--- config.mk ---
export PLATFORM = sky130hd
export DESIGN_NAME = fan_tach_scan_monitor_unit
export DESIGN_NICKNAME = d
export VERILOG_FILES = /design/src/rtl/fts_pkg.sv /design/src/rtl/fts_cfg.sv /design/src/rtl/fts_div.sv /design/src/rtl/fts_scan.sv /design/src/rtl/fan_tach_scan_monitor_unit.sv
export SDC_FILE = /design/constraint.sdc
export NUM_CORES = 1
export LEC_CHECK = 0
export BUFFER_PORTS_ARGS = -buffer_cell sky130_fd_sc_hd__buf_2
export CAP_MARGIN = 20
export CELL_PAD_IN_SITES_DETAIL_PLACEMENT = 1
export CELL_PAD_IN_SITES_GLOBAL_PLACEMENT = 2
export CORE_MARGIN = 2
export CORE_UTILIZATION = 44
export DETAILED_ROUTE_END_ITERATION = 7
export GPL_ROUTABILITY_DRIVEN = 1
export PLACE_DENSITY_LB_ADDON = 0.1
export REMOVE_ABC_BUFFERS = 1
export SLEW_MARGIN = 15
export SYNTH_ARGS = -nofsm -noshare
export SYNTH_HDL_FRONTEND = slang
export SYNTH_SLANG_ARGS = --single-unit
--- constraint.sdc ---
create_clock -name clk -period 17 [get_ports clk]
set_input_delay 1.7 -clock clk [delete_from_list [all_inputs] [get_ports clk]]
set_output_delay 1.7 -clock clk [all_outputs]
set_load 0.005 [all_outputs]
--- src/rtl/fts_pkg.sv ---
// Shared types, constants and register map of the fan tach scan monitor.
package fts_pkg;

	// field and datapath widths
	localparam int FANS_DEF = 6;
	localparam int EDGE_W   = 6;
	localparam int STEP_W   = 3;
	localparam int CHAN_W   = 3;
	localparam int RPM_W    = 15;
	localparam int TPS_W    = 27;
	localparam int TMO_W    = 24;
	localparam int CNT_W    = 32;
	localparam int ADDR_W   = 5;
	localparam int DATA_W   = 32;
	localparam int REGI_W   = 3;

	localparam logic [RPM_W-1:0]  RPM_SAT    = '1;
	localparam logic [STEP_W-1:0] STEP_SHORT = 3'd2;

	// register indexes
	localparam logic [REGI_W-1:0] REG_TPS       = 3'd0;
	localparam logic [REGI_W-1:0] REG_MIN_RPM   = 3'd1;
	localparam logic [REGI_W-1:0] REG_MAX_RPM   = 3'd2;
	localparam logic [REGI_W-1:0] REG_TMO_TWO   = 3'd3;
	localparam logic [REGI_W-1:0] REG_TMO_OTHER = 3'd4;

	// register reset values
	localparam logic [TPS_W-1:0] TPS_RST       = 27'd1000000;
	localparam logic [RPM_W-1:0] MIN_RPM_RST   = 15'd300;
	localparam logic [RPM_W-1:0] MAX_RPM_RST   = 15'd3000;
	localparam logic [TMO_W-1:0] TMO_TWO_RST   = 24'd50000;
	localparam logic [TMO_W-1:0] TMO_OTHER_RST = 24'd100000;

	typedef enum logic [1:0] {
		PH_ARM,
		PH_WAIT,
		PH_REPORT,
		PH_ADVANCE
	} phase_t;

	typedef struct packed {
		logic [EDGE_W-1:0] tach_edges;
		logic [STEP_W-1:0] speed_step;
	} tick_t;

	typedef struct packed {
		logic [CHAN_W-1:0] channel;
		logic [RPM_W-1:0]  rpm;
		logic              out_of_range;
		logic              scan_last;
	} result_t;

	typedef struct packed {
		logic [TPS_W-1:0] ticks_per_second;
		logic [RPM_W-1:0] min_rpm;
		logic [RPM_W-1:0] max_rpm;
		logic [TMO_W-1:0] timeout_step_two;
		logic [TMO_W-1:0] timeout_other;
	} cfg_t;

	typedef struct packed {
		logic             start;
		logic [CNT_W-1:0] dividend;
		logic [CNT_W-1:0] divisor;
	} div_req_t;

	typedef struct packed {
		logic             busy;
		logic             done;
		logic [CNT_W-1:0] quotient;
	} div_rsp_t;

endpackage

--- src/rtl/fts_cfg.sv ---
// Configuration register file behind the APB-style port.
module fts_cfg (
	input  logic                       clk,
	input  logic                       arst_n,
	input  logic                       psel,
	input  logic                       penable,
	input  logic                       pwrite,
	input  logic [fts_pkg::ADDR_W-1:0] paddr,
	input  logic [fts_pkg::DATA_W-1:0] pwdata,
	output logic [fts_pkg::DATA_W-1:0] prdata,
	output fts_pkg::cfg_t              cfg
);

	logic [fts_pkg::REGI_W-1:0] idx;
	logic                       wr_en;
	fts_pkg::cfg_t              cfg_q;

	assign idx   = paddr[fts_pkg::ADDR_W-1:2];
	assign wr_en = psel & penable & pwrite;
	assign cfg   = cfg_q;

	// write the addressed register, ignore unknown indexes
	always_ff @(posedge clk or negedge arst_n) begin
		if (!arst_n) begin
			cfg_q.ticks_per_second <= fts_pkg::TPS_RST;
			cfg_q.min_rpm          <= fts_pkg::MIN_RPM_RST;
			cfg_q.max_rpm          <= fts_pkg::MAX_RPM_RST;
			cfg_q.timeout_step_two <= fts_pkg::TMO_TWO_RST;
			cfg_q.timeout_other    <= fts_pkg::TMO_OTHER_RST;
		end else if (wr_en) begin
			case (idx)
				fts_pkg::REG_TPS:       cfg_q.ticks_per_second <= pwdata[fts_pkg::TPS_W-1:0];
				fts_pkg::REG_MIN_RPM:   cfg_q.min_rpm          <= pwdata[fts_pkg::RPM_W-1:0];
				fts_pkg::REG_MAX_RPM:   cfg_q.max_rpm          <= pwdata[fts_pkg::RPM_W-1:0];
				fts_pkg::REG_TMO_TWO:   cfg_q.timeout_step_two <= pwdata[fts_pkg::TMO_W-1:0];
				fts_pkg::REG_TMO_OTHER: cfg_q.timeout_other    <= pwdata[fts_pkg::TMO_W-1:0];
				default: ;
			endcase
		end
	end

	// read back the addressed register
	always_comb begin
		case (idx)
			fts_pkg::REG_TPS:
				prdata = fts_pkg::DATA_W'(cfg_q.ticks_per_second);
			fts_pkg::REG_MIN_RPM:   prdata = fts_pkg::DATA_W'(cfg_q.min_rpm);
			fts_pkg::REG_MAX_RPM:   prdata = fts_pkg::DATA_W'(cfg_q.max_rpm);
			fts_pkg::REG_TMO_TWO:   prdata = fts_pkg::DATA_W'(cfg_q.timeout_step_two);
			fts_pkg::REG_TMO_OTHER: prdata = fts_pkg::DATA_W'(cfg_q.timeout_other);
			default:                prdata = '0;
		endcase
	end

endmodule

--- src/rtl/fts_div.sv ---
// Bit-serial restoring divider: one quotient bit per cycle.
module fts_div (
	input  logic              clk,
	input  logic              arst_n,
	input  fts_pkg::div_req_t req,
	output fts_pkg::div_rsp_t rsp
);

	localparam int W     = fts_pkg::CNT_W;
	localparam int STEPW = $clog2(W);
	localparam logic [STEPW-1:0] LastStep = STEPW'(W - 1);

	logic [W-1:0]     rem_q;
	logic [W-1:0]     quo_q;
	logic [W-1:0]     dsr_q;
	logic [STEPW-1:0] step_q;
	logic             busy_q;
	logic             done_q;
	logic [W:0]       trial;
	logic             fits;
	logic [W-1:0]     rem_next;

	// trial subtract of the shifted remainder
	always_comb begin
		trial    = {rem_q, quo_q[W-1]} - {1'b0, dsr_q};
		fits     = ~trial[W];
		rem_next = fits ? trial[W-1:0] : {rem_q[W-2:0], quo_q[W-1]};
	end

	// sequence the steps
	always_ff @(posedge clk or negedge arst_n) begin
		if (!arst_n) begin
			busy_q <= 1'b0;
			done_q <= 1'b0;
			step_q <= '0;
		end else begin
			done_q <= 1'b0;
			if (req.start) begin
				busy_q <= 1'b1;
				step_q <= '0;
			end else if (busy_q) begin
				step_q <= step_q + 1'b1;
				if (step_q == LastStep) begin
					busy_q <= 1'b0;
					done_q <= 1'b1;
				end
			end
		end
	end

	// shift remainder and quotient one bit per cycle
	always_ff @(posedge clk) begin
		if (req.start) begin
			rem_q <= '0;
			quo_q <= req.dividend;
			dsr_q <= req.divisor;
		end else if (busy_q) begin
			rem_q <= rem_next;
			quo_q <= {quo_q[W-2:0], fits};
		end
	end

	assign rsp.busy     = busy_q;
	assign rsp.done     = done_q;
	assign rsp.quotient = quo_q;

endmodule

--- src/rtl/fts_scan.sv ---
// Fan scan sequencer: timeout, edge capture, rpm hold and result register.
module fts_scan #(
	parameter int FANS = fts_pkg::FANS_DEF
) (
	input  logic              clk,
	input  logic              arst_n,
	input  fts_pkg::cfg_t     cfg,
	input  logic              tick_valid,
	output logic              tick_stall,
	input  fts_pkg::tick_t    tick,
	output logic              result_valid,
	input  logic              result_stall,
	output fts_pkg::result_t  result,
	output fts_pkg::div_req_t div_req,
	input  fts_pkg::div_rsp_t div_rsp
);

	localparam int IDXW = (FANS > 1) ? $clog2(FANS) : 1;
	localparam logic [fts_pkg::CHAN_W-1:0] LastCh = fts_pkg::CHAN_W'(FANS - 1);
	localparam int W = fts_pkg::CNT_W;

	fts_pkg::phase_t phase_q, phase_d;

	logic [fts_pkg::CHAN_W-1:0] chan_q;
	logic [W-1:0]               cnt_q;
	logic [fts_pkg::TMO_W-1:0]  tmo_q;
	logic [FANS-1:0]            first_seen_q;
	logic [W-1:0]               first_value_q [FANS];
	logic [W-1:0]               last_diff_q;
	logic [fts_pkg::RPM_W-1:0]  pend_q;
	logic                       res_valid_q;
	fts_pkg::result_t           res_q;

	logic                       acc;
	logic [IDXW-1:0]            fidx;
	logic [7:0]                 edges8;
	logic                       hit;
	logic                       second;
	logic [W-1:0]               cnt_inc;
	logic [W-1:0]               diff_use;
	logic [fts_pkg::TMO_W-1:0]  tmo_dec;
	logic                       last_fan;
	logic [fts_pkg::RPM_W-1:0]  quo_sat;

	// capture datapath of the current fan
	always_comb begin
		fidx     = chan_q[IDXW-1:0];
		edges8   = 8'(tick.tach_edges);
		hit      = edges8[chan_q];
		second   = hit & first_seen_q[fidx];
		cnt_inc  = cnt_q + 1'b1;
		diff_use = (cnt_inc == first_value_q[fidx]) ? last_diff_q
			: cnt_inc - first_value_q[fidx];
		tmo_dec  = (tmo_q != '0) ? tmo_q - 1'b1 : tmo_q;
		last_fan = (chan_q == LastCh);
		quo_sat  = (|div_rsp.quotient[W-1:fts_pkg::RPM_W]) ? fts_pkg::RPM_SAT
			: div_rsp.quotient[fts_pkg::RPM_W-1:0];
	end

	// hold ticks while dividing or while a report would find the result register full
	always_comb begin
		tick_stall = div_rsp.busy | div_rsp.done |
			((phase_q == fts_pkg::PH_REPORT) & res_valid_q);
		acc = tick_valid & ~tick_stall;
	end

	// next phase and divider request
	always_comb begin
		phase_d          = phase_q;
		div_req.start    = 1'b0;
		div_req.divisor  = diff_use;
		div_req.dividend = ({5'b0, cfg.ticks_per_second} << 5)
			- ({5'b0, cfg.ticks_per_second} << 1);
		if (acc) begin
			case (phase_q)
				fts_pkg::PH_ARM: phase_d = fts_pkg::PH_WAIT;
				fts_pkg::PH_WAIT: begin
					div_req.start = second & (diff_use != '0);
					if (second || tmo_dec == '0) begin
						phase_d = fts_pkg::PH_REPORT;
					end
				end
				fts_pkg::PH_REPORT: phase_d = fts_pkg::PH_ADVANCE;
				default:            phase_d = fts_pkg::PH_ARM;
			endcase
		end
	end

	always_ff @(posedge clk or negedge arst_n) begin
		if (!arst_n) begin
			phase_q <= fts_pkg::PH_ARM;
		end else begin
			phase_q <= phase_d;
		end
	end

	// advance the scan state on each accepted tick
	always_ff @(posedge clk or negedge arst_n) begin
		if (!arst_n) begin
			chan_q       <= '0;
			cnt_q        <= '0;
			tmo_q        <= '0;
			first_seen_q <= '0;
			last_diff_q  <= '0;
			pend_q       <= '0;
		end else begin
			if (div_rsp.done) begin
				pend_q <= quo_sat;
			end
			if (acc) begin
				// restart the count on a completed capture pair
				cnt_q <= (phase_q == fts_pkg::PH_WAIT && second) ? '0 : cnt_inc;
				case (phase_q)
					fts_pkg::PH_ARM: begin
						tmo_q  <= (tick.speed_step == fts_pkg::STEP_SHORT)
							? cfg.timeout_step_two : cfg.timeout_other;
						pend_q <= '0;
					end
					fts_pkg::PH_WAIT: begin
						tmo_q <= tmo_dec;
						if (hit) begin
							if (first_seen_q[fidx]) begin
								first_seen_q[fidx] <= 1'b0;
								last_diff_q        <= diff_use;
								if (diff_use == '0) begin
									pend_q <= '0;
								end
							end else begin
								first_seen_q[fidx] <= 1'b1;
							end
						end
					end
					fts_pkg::PH_REPORT: ;
					default: begin
						chan_q <= last_fan ? '0 : chan_q + 1'b1;
					end
				endcase
			end
		end
	end

	// store the first capture of a fan
	always_ff @(posedge clk) begin
		if (acc && phase_q == fts_pkg::PH_WAIT && hit && !first_seen_q[fidx]) begin
			first_value_q[fidx] <= cnt_inc;
		end
	end

	// result register: fill on report, drop when the beat is taken
	always_ff @(posedge clk or negedge arst_n) begin
		if (!arst_n) begin
			res_valid_q <= 1'b0;
		end else if (acc && phase_q == fts_pkg::PH_REPORT) begin
			res_valid_q <= 1'b1;
		end else if (!result_stall) begin
			res_valid_q <= 1'b0;
		end
	end

	always_ff @(posedge clk) begin
		if (acc && phase_q == fts_pkg::PH_REPORT) begin
			res_q.channel      <= chan_q;
			res_q.rpm          <= pend_q;
			res_q.out_of_range <= (pend_q < cfg.min_rpm) | (pend_q > cfg.max_rpm);
			res_q.scan_last    <= last_fan;
		end
	end

	assign result_valid = res_valid_q;
	assign result       = res_q;

endmodule

--- src/rtl/fan_tach_scan_monitor_unit.sv ---
// Top level of the fan tach scan monitor.
//
// The tick channel (tick_valid, tick_stall, tick) takes one capture-timebase
// tick per beat, with the tach edge flags of all fans and the speed step.
// Fans are visited in turn: arm the timeout, wait for a tach capture pair or
// the timeout, report, advance. A report tick emits one beat on the result
// channel (result_valid, result_stall, result) in the cycle after acceptance.
// Most ticks are taken without a stall. A tick that completes a capture pair
// with a nonzero interval starts the bit-serial rpm divider, which holds
// tick_stall high while it shifts, one quotient bit per cycle, and while it
// loads the result.
// The result register frees the tick side; a report tick is stalled while the
// rpm division runs or the previous result beat is still waiting, so a stalled
// receiver eventually holds the tick channel too.
// Configuration goes through the APB-style port; pready is always high.
// Reset clears the scan to arm on fan 0, restores the register defaults
// and empties the result register.
module fan_tach_scan_monitor_unit #(
	parameter int FANS = fts_pkg::FANS_DEF
) (
	input  logic                       clk,
	input  logic                       arst_n,
	input  logic                       tick_valid,
	output logic                       tick_stall,
	input  fts_pkg::tick_t             tick,
	output logic                       result_valid,
	input  logic                       result_stall,
	output fts_pkg::result_t           result,
	input  logic                       psel,
	input  logic                       penable,
	input  logic                       pwrite,
	input  logic [fts_pkg::ADDR_W-1:0] paddr,
	input  logic [fts_pkg::DATA_W-1:0] pwdata,
	output logic [fts_pkg::DATA_W-1:0] prdata,
	output logic                       pready
);

	localparam logic [fts_pkg::CHAN_W-1:0] LastCh = fts_pkg::CHAN_W'(FANS - 1);

	fts_pkg::cfg_t     cfg;
	fts_pkg::div_req_t div_req;
	fts_pkg::div_rsp_t div_rsp;

	assign pready = 1'b1;

	fts_cfg u_cfg (
		.clk     (clk),
		.arst_n  (arst_n),
		.psel    (psel),
		.penable (penable),
		.pwrite  (pwrite),
		.paddr   (paddr),
		.pwdata  (pwdata),
		.prdata  (prdata),
		.cfg     (cfg)
	);

	fts_div u_div (
		.clk    (clk),
		.arst_n (arst_n),
		.req    (div_req),
		.rsp    (div_rsp)
	);

	fts_scan #(
		.FANS (FANS)
	) u_scan (
		.clk          (clk),
		.arst_n       (arst_n),
		.cfg          (cfg),
		.tick_valid   (tick_valid),
		.tick_stall   (tick_stall),
		.tick         (tick),
		.result_valid (result_valid),
		.result_stall (result_stall),
		.result       (result),
		.div_req      (div_req),
		.div_rsp      (div_rsp)
	);

	// no tick may slip in while the divider works
	a_stall_div: assert property (@(posedge clk) disable iff (!arst_n)
		div_rsp.busy |-> tick_stall)
		else $error("tick accepted during rpm division");

	// a new division only starts from an idle divider
	a_div_idle: assert property (@(posedge clk) disable iff (!arst_n)
		div_req.start |-> !div_rsp.busy && !div_rsp.done)
		else $error("divider restarted while busy");

	// end-of-scan marks the last fan only
	a_scan_last: assert property (@(posedge clk) disable iff (!arst_n)
		result_valid |-> (result.scan_last == (result.channel == LastCh)))
		else $error("scan_last does not match channel");

endmodule
==> results of run 1 <==
## metal layers
metal  GRT usage  vias up
li1            -     9863
met1      0.3041    10580
met2      0.4271      270
met3     0.02247      119
met4     0.06581        0
met5           0        -
## cell type report
cell class                      count  share of cell area
Clock buffer                       90             0.05300
Clock inverter                     24            0.008180
Tap cell                          864             0.03318
Inverter                          129             0.01486
Multi-Input combinational cell   1858              0.4177
Sequential cell                   535              0.4497
Timing Repair Buffer              126             0.02335
## where the power goes
| part | switching (uW) | total [uW] | leakage [uW] | internal, uW |
|---|---|---|---|---|
| clock | 552 | 1320 | 0.000973 | 765 |
| sequential | 214 | 1860 | 0.00572 | 1650 |
| combinational | 1240 | 2040 | 0.00696 | 801 |
| total | 2010 | 5220 | 0.0137 | 3210 |
## logic make-up after synthesis
family / after synthesis
AOI/OAI and AO/OA: 625
xor gates and xnor gates: 117
adders and majority gates: 127
buffers and inverters: 270
DFF: 535
muxes: 267
other: 2
and+or+nand+nor: 716
## critical path, stage by stage (launching register included)
cell	delay, ns
sky130_fd_sc_hd__dfrtp_1	0.50
sky130_fd_sc_hd__ha_1	0.28
sky130_fd_sc_hd__and3_1	0.24
sky130_fd_sc_hd__nand4_1	0.20
sky130_fd_sc_hd__nor3_1	0.55
sky130_fd_sc_hd__and2_1	0.36
sky130_fd_sc_hd__and3_1	0.36
sky130_fd_sc_hd__nand3_1	0.17
sky130_fd_sc_hd__xnor2_1	0.58
sky130_fd_sc_hd__ha_1	0.41
sky130_fd_sc_hd__and4_1	0.36
sky130_fd_sc_hd__nand4_1	0.12
sky130_fd_sc_hd__nor4_1	0.28
sky130_fd_sc_hd__nand2_1	0.26
sky130_fd_sc_hd__a21oi_4	0.18
sky130_fd_sc_hd__buf_4	0.39
sky130_fd_sc_hd__mux2i_1	0.18
sky130_fd_sc_hd__a211oi_1	0.24
sky130_fd_sc_hd__nand4_1	0.19
sky130_fd_sc_hd__nor4_2	0.40
sky130_fd_sc_hd__nand2b_4	0.43
sky130_fd_sc_hd__buf_4	0.68
sky130_fd_sc_hd__nand2_1	0.12
sky130_fd_sc_hd__buf_4	0.32
## cells in the mapped netlist, types with 23 or more instances
cell	n
sky130_fd_sc_hd__xnor2_1	76
sky130_fd_sc_hd__ha_1	125
sky130_fd_sc_hd__and3_1	36
sky130_fd_sc_hd__mux4_2	34
sky130_fd_sc_hd__a21oi_1	111
sky130_fd_sc_hd__mux2_4	28
sky130_fd_sc_hd__nand2_1	280
sky130_fd_sc_hd__o21ai_0	212
sky130_fd_sc_hd__nand4_1	39
sky130_fd_sc_hd__mux2i_1	92
sky130_fd_sc_hd__dfrtp_1	197
sky130_fd_sc_hd__dfxtp_1	32
sky130_fd_sc_hd__nand3_1	46
sky130_fd_sc_hd__clkbuf_1	98
sky130_fd_sc_hd__o21a_1	25
sky130_fd_sc_hd__o22ai_1	24
sky130_fd_sc_hd__xor2_1	40
sky130_fd_sc_hd__a21o_1	58
sky130_fd_sc_hd__dfstp_2	30
sky130_fd_sc_hd__inv_1	128
sky130_fd_sc_hd__nor3_1	40
sky130_fd_sc_hd__nand2b_1	40
sky130_fd_sc_hd__mux2_2	112
sky130_fd_sc_hd__a31o_2	27
sky130_fd_sc_hd__edfxtp_1	276
sky130_fd_sc_hd__nor2_1	132
sky130_fd_sc_hd__and2_1	23
## sequential cells by signal, indices dropped and copies added (netlist names), 2 cells and up, named ones only
register / flops
u_div.dsr_q: 32
u_scan.chan_q: 3
u_scan.pend_q: 15
u_scan.last_diff_q: 32
u_div.quo_q: 32
u_scan.phase_q: 2
u_div.step_q: 5
u_cfg.cfg: 105
u_scan.tmo_q: 24
u_scan.cnt_q: 32
u_scan.result: 20
u_scan.first_value_q: 192
u_div.rem_q: 32
## layout by cell type (no fill, tap or decap), types with 34 or more instances in the layout
master	n
sky130_fd_sc_hd__a21o_1	58
sky130_fd_sc_hd__a21oi_1	111
sky130_fd_sc_hd__buf_2	93
sky130_fd_sc_hd__clkbuf_16	62
sky130_fd_sc_hd__dfrtp_1	194
sky130_fd_sc_hd__edfxtp_1	276
sky130_fd_sc_hd__ha_1	125
sky130_fd_sc_hd__inv_1	127
sky130_fd_sc_hd__mux2_2	112
sky130_fd_sc_hd__mux2i_1	92
sky130_fd_sc_hd__mux4_2	34
sky130_fd_sc_hd__nand2_1	280
sky130_fd_sc_hd__nand2b_1	39
sky130_fd_sc_hd__nand3_1	46
sky130_fd_sc_hd__nand4_1	39
sky130_fd_sc_hd__nor2_1	128
sky130_fd_sc_hd__nor3_1	36
sky130_fd_sc_hd__o21ai_0	212
sky130_fd_sc_hd__xnor2_1	76
sky130_fd_sc_hd__xor2_1	40
## worst max path at each step
stage                     startpoint         endpoint  cells after the start  slack [ns]
finish               u_scan.cnt_q[0]  u_div.quo_q[18]                     23        8.73
global route         u_scan.cnt_q[0]  u_div.quo_q[22]                     23        8.13
CTS                  u_scan.cnt_q[0]  u_div.quo_q[18]                     23        8.65
detailed placement   u_scan.cnt_q[0]   u_div.quo_q[2]                     23        8.70
global placement     u_scan.cnt_q[0]   u_div.quo_q[1]                     23        8.91
floorplan           u_scan.chan_q[0]   u_div.quo_q[0]                     14        7.17
## through the flow
stage / instances / total power, uW / utilization / hold WS [ns] / area [um2]
6_report: 3626 / 5217 / 0.4955 / 0.4694 / 32580
2_1_floorplan: 2522 / 3253 / - / 0.4445 / 28650
5_1_grt: 3626 / 5555 / 0.4955 / 0.4746 / 32580
3_5_place_dp: 3511 / 3925 / 0.4648 / 0.4548 / 30560
4_1_cts: 3625 / 5266 / 0.4951 / 0.4708 / 32550
3_3_place_gp: 3509 / 3849 / 0.4643 / 0.4452 / 30520
==> implementation parameters, run 1 <==
Parameter                              Value

CTS
  TritonCTS clock tree ... done
  Maximum level of the CTS H-tree ... 2
  Worst-skew pair later-pin latency ... 0.65 ns
  CTS Root Buffer Type ... sky130_fd_sc_hd__clkbuf_16
  Number of clock sinks ... 535
  Post-CTS Hold Buffers ... 0
  CTS-repair resized insts ... 0
  Clk pin slew, worst setup/hold paths ... 0.06 ns
  Post-CTS setup buffer count ... 0
  CTS Buffer Depth ... 3
  Number of buffers created by CTS ... 61

Yosys
  Area fraction in and, or, nand and nor cells after synthesis ... 0.1167
  Number of warnings reported in the yosys synthesis log ... 0
  Sequential-to-total area share from yosys stat ... 0.5008
  Number of flops mapped to enable cells by yosys ... 276
  Synthesized-area fraction occupied by xor and xnor cells ... 0.03529
  Average size of a mapped cell ... 11.00 um2
  Distinct cell type count after synthesis ... 88
  Largest family of logic cells by synthesized area ... compound AO/OA/AOI/OAI gates
  Share of the synthesized area in compound gates (AO/OA/AOI/OAI) ... 0.1390
  Cell taking the most area after synthesis ... sky130_fd_sc_hd__edfxtp_1
  Area share of the largest cell type after synthesis ... 0.2834
  Share of synthesized registers carrying an async set or reset ... 0.4243
  Top flip-flop cell by instance count after synthesis ... sky130_fd_sc_hd__edfxtp_1
  Synth Register Bits ... 535
  Instance count of the mapped netlist ... 2,659
  Netlist area before placement ... 0.02925 mm2
  Largest cells by area after synthesis ... sky130_fd_sc_hd__edfxtp_1 (28%), sky130_fd_sc_hd__dfrtp_1 (17%), sky130_fd_sc_hd__ha_1 (5.3%)
  Portion of netlist area occupied by mux cells ... 0.1156
  Share of synthesized cell area in full adder, half adder and majority cells ... 0.05484

Global route
  Overflow after GRT ... 0
  Maximum number of pins on one net before global-route repair ... 99
  Global-route wire length before repair ... 128,200 um
  Via count of the first global-routing pass ... 22,520
  Total routing resource utilization after global routing ... 0.2372
  Antenna violations before repair ... 0

Outcome
  Run status ... finished clean

Worst setup path
  Setup crit end kind ... flip-flop
  Data arrival at the endpoint of the critical path ... 8.58 ns
  Slack of the worst reg-to-reg path ... 8.73 ns
  Length in cells of the worst reg-to-reg path ... 23
  Required time at the endpoint of the critical path ... 17.31 ns
  Reg-to-reg critical path endpoint ... u_div.quo_q[18]
  CP Class ... reg2reg
  Worst R2R Start ... u_scan.cnt_q[0]
  Critical-path maximum fanout ... 56
  Critical Path Source Type ... flip-flop

Finish
  Footprint of the flip-flops and latches ... 0.01465 mm2
  Area growth from synthesis to layout ... 11.40%
  Antenna diodes ... 0
  Share of final-layout standard cells stronger than drive strength 1 ... 0.1792
  # fillers ... 7,038
  Combined area of the multi-input logic cells ... 0.01361 mm2
  Nets@finish ... 2,891

Floorplan
  Width of the die ... 261.8 um
  Die Area ... 0.06855 mm2
  I/O pin count ... 108
  Placeable Area ... 0.06575 mm2
  Height of the chip ... 261.8 um
  Initial cell density of the core ... 0.4448
  Number of rows in the core area ... 94

Routing
  Routed len/inst ... 22.17 um
  Count of routing violations after the opening detailed-route iteration ... 1,038
  Drt total wl ... 80,390 um
  Vias/cell ... 5.745
  Wire length on met2 ... 40,910 um
  Remaining number of nets flagged by the antenna check after routing ... 0
  DR pass1 iterations ... 5
  Routed via count ... 20,830
  Highest signal layer in the routed design ... met4
  Wire length on met1 ... 35,730 um
  DRC viols ... 0
  Routed wl met3 ... 1793 um

STA
  Final setup violation count ... 0
  Final hold viol count ... 0
  Final critical-path share of the clock period ... 0.4866
  Clock tree skew after final layout ... 0.05126 ns
  Fmax ... 120.9 MHz
  Period minus WS final ... 8.272 ns
  Aggregate negative setup slack ... 0 ns
  Headroom to the max-slew limit ... 0.3228
  Actual transition at the worst max-transition pin ... 1.013 ns
  Least setup slack across all paths after layout ... 8.728 ns
  Pins Over Slew Limit ... 0
  Unrepaired setup endpoints after global routing ... false

Run
  Max-cap violations ... 0

Hold path
  End point of the worst hold path ... u_scan.result[18]
  Worst Hold Class ... reg2reg
  Worst Hold Depth ... 0
  Min-delay src ... u_scan.chan_q[1]

Pwr
  Static leakage ... 0.01365 uW
  IR Drop Worst-Case VDD ... 0.00009650 V
  Power per cell area ... 160.1 mW/mm2

Place
  GPL Wtd Cong ... 0.8559
  Quantity of I/O buffers inserted on ports ... 94
  DP HPWL ... 57,080 um
  Worst setup timing slack at the placement stage ... 8.697 ns
No activity file was read; power rests on OpenSTA's default activity.
==> run 2, diff against run 1 <==
Settings changed: CORE_UTILIZATION 44 to 43.
Clock period 17 ns to 8 ns, I/O delays scaled along.
==> implementation parameters, run 2 (synthesized netlist as in run 1, its figures left out) <==
Parameter                              Value

CTS
  CTS Buffer Depth ... 3
  CTS-repair resized insts ... 0
  Post-CTS setup buffer count ... 0
  Post-CTS Hold Buffers ... 0
  CTS Root Buffer Type ... sky130_fd_sc_hd__clkbuf_16
  Number of buffers created by CTS ... 61
  Number of clock sinks ... 535
  Worst-skew pair later-pin latency ... 0.64 ns
  Clk pin slew, worst setup/hold paths ... 0.06 ns
  Maximum level of the CTS H-tree ... 2
  TritonCTS clock tree ... done

Worst setup path
  Most frequent cell on the critical path ... sky130_fd_sc_hd__nand4_1
  Cell with the biggest individual delay on the critical path ... sky130_fd_sc_hd__nor3_1
  Critical Path Source Type ... flip-flop
  Gate family responsible for the most delay along the worst path ... simple AND/OR/NAND/NOR gates
  Setup crit end kind ... flip-flop
  Data arrival at the endpoint of the critical path ... 7.55 ns
  Critical-path maximum fanout ... 28
  Highest cell delay on the worst timing path ... 0.58 ns
  Bufs and invs on worst path ... 1
  Required time at the endpoint of the critical path ... 8.37 ns
  Crit path cell chain ... ha_1, and3_1, nand4_1, nor3_1, and2_1, and3_1, nand3_1, xnor2_1, ha_1, and4_1, nand4_1, nor4_1, nand2_1, a21o_1, mux2i_1, a211oi_1, nand4_1, nor4_2, nand2b_4, buf_4, mux2_4
  CP Class ... reg2reg

Place
  DP HPWL ... 57,040 um
  Quantity of I/O buffers inserted on ports ... 94
  GPL Wtd Cong ... 0.8798
  Worst setup timing slack at the placement stage ... 0.7865 ns
  Post-Place Cells ... 3,527

STA
  Period minus WS final ... 7.177 ns
  Headroom to the max-slew limit ... 0.2988
  Unrepaired setup endpoints after global routing ... false
  Final-layout worst hold slack ... 0.1501 ns
  Actual transition at the worst max-transition pin ... 1.052 ns
  Final setup violation count ... 0
  Least setup slack across all paths after layout ... 0.8226 ns
  Clock tree skew after final layout ... 0.02515 ns
  Final critical-path share of the clock period ... 0.8972
  Final hold viol count ... 0
  Fmax ... 139.3 MHz
  Pins Over Slew Limit ... 0

Floorplan
  Number of rows in the core area ... 95
  I/O pin count ... 108
  Height of the chip ... 264.8 um
  Placeable Area ... 0.06728 mm2
  Width of the die ... 264.8 um
  Die Area ... 0.07012 mm2
  Initial cell density of the core ... 0.4347

Routing
  Routed wl met3 ... 2526 um
  Count of routing violations after the opening detailed-route iteration ... 944
  Wire length on met2 ... 39,100 um
  Routed len/inst ... 21.95 um
  Vias/cell ... 5.709
  Wire length on met1 ... 35,940 um
  DRC viols ... 0
  Highest signal layer in the routed design ... met4
  Drt total wl ... 79,980 um
  Routed via count ... 20,800
  Remaining number of nets flagged by the antenna check after routing ... 0
  DR pass1 iterations ... 5

Run
  Max-cap violations ... 0

Global route
  Total routing resource utilization after global routing ... 0.2299
  Overflow after GRT ... 0
  Maximum number of pins on one net before global-route repair ... 154
  Via count of the first global-routing pass ... 22,310
  Global-route wire length before repair ... 127,900 um
  Antenna violations before repair ... 0

Pwr
  Power per cell area ... 341.0 mW/mm2
  IR Drop Worst-Case VDD ... 0.0001967 V
  Static leakage ... 0.01372 uW

Outcome
  Run status ... finished clean

Finish
  # fillers ... 7,201
  Commonest non-fill, non-tap cells in the layout ... sky130_fd_sc_hd__nand2_1 (280), sky130_fd_sc_hd__edfxtp_1 (276), sky130_fd_sc_hd__o21ai_0 (212)
  Finished Core Util ... 0.4854
  Share of final-layout standard cells stronger than drive strength 1 ... 0.1827
  Flip-flop count of the largest register, all copies and words added ... 192
  Nets@finish ... 2,897
  Register ranked first by flip-flop count ... u_scan.first_value_q
  Footprint of the flip-flops and latches ... 0.01465 mm2
  Combined area of the multi-input logic cells ... 0.01361 mm2
  Antenna diodes ... 0
  Non-filler instance count after layout ... 3,643
  Area growth from synthesis to layout ... 11.66%
  Most common library cell in the layout ignoring fill and taps ... sky130_fd_sc_hd__nand2_1

Hold path
  Worst Hold Class ... in2async
==> run 2: cell count changes in the layout (fill, tap and decap cells not counted), moves of 2 or more <==
cell	before	now
sky130_fd_sc_hd__clkinv_1	5	7
sky130_fd_sc_hd__clkbuf_1	21	15
sky130_fd_sc_hd__buf_4	29	36
sky130_fd_sc_hd__clkbuf_8	7	11
sky130_fd_sc_hd__inv_6	0	2
==> run 2: report_power, final <==
| group | internal (uW) | switching [uW] | leakage [uW] |
|---|---|---|---|
| logic | 1710 | 2590 | 0.00700 |
| clock network | 1650 | 1170 | 0.00100 |
| registers | 3500 | 521 | 0.00572 |
| total | 6860 | 4280 | 0.0137 |
==> run 2: cell type report <==
| class | count | area share |
|---|---|---|
| Clock buffer | 88 | 0.05387 |
| Inverter | 129 | 0.01483 |
| Multi-Input combinational cell | 1858 | 0.4167 |
| Tap cell | 873 | 0.03345 |
| Clock inverter | 28 | 0.008276 |
| Sequential cell | 535 | 0.4487 |
| Timing Repair Buffer | 132 | 0.02421 |
==> run 2: per-layer routing <==
| layer | track usage | up-vias |
|---|---|---|
| met4 | 0.07146 | 0 |
| met5 | 0 | - |
| met1 | 0.2995 | 10530 |
| met2 | 0.3966 | 266 |
| met3 | 0.03223 | 129 |
| li1 | - | 9875 |
==> run 2: per-stage QoR <==
| step | cell area [um2] | power [uW] | setup TNS (ns) |
|---|---|---|---|
| after floorplan | 28650 | 6913 | -147.88 |
| after global placement | 30630 | 8263 | 0 |
| after detailed placement | 30630 | 8391 | 0 |
| after CTS | 32660 | 11280 | 0 |
| after global routing | 32660 | 11880 | 0 |
| final | 32660 | 11140 | 0 |
==> run 2: final timing paths <==
path	to	start	cells past startpoint	slack [ns]
worst max-delay path	u_div.quo_q[29]	u_scan.cnt_q[0]	21	0.82
worst min-delay path	u_cfg.cfg[70]	arst_n	1	0.15
worst max register to register	u_div.quo_q[29]	u_scan.cnt_q[0]	21	0.82
worst min register to register	flip-flop	flip-flop	1	0.48
max in group asynchronous	u_scan.chan_q[0]	arst_n	2	6.51
min in group clk	u_scan.result_valid	result_stall	2	0.38
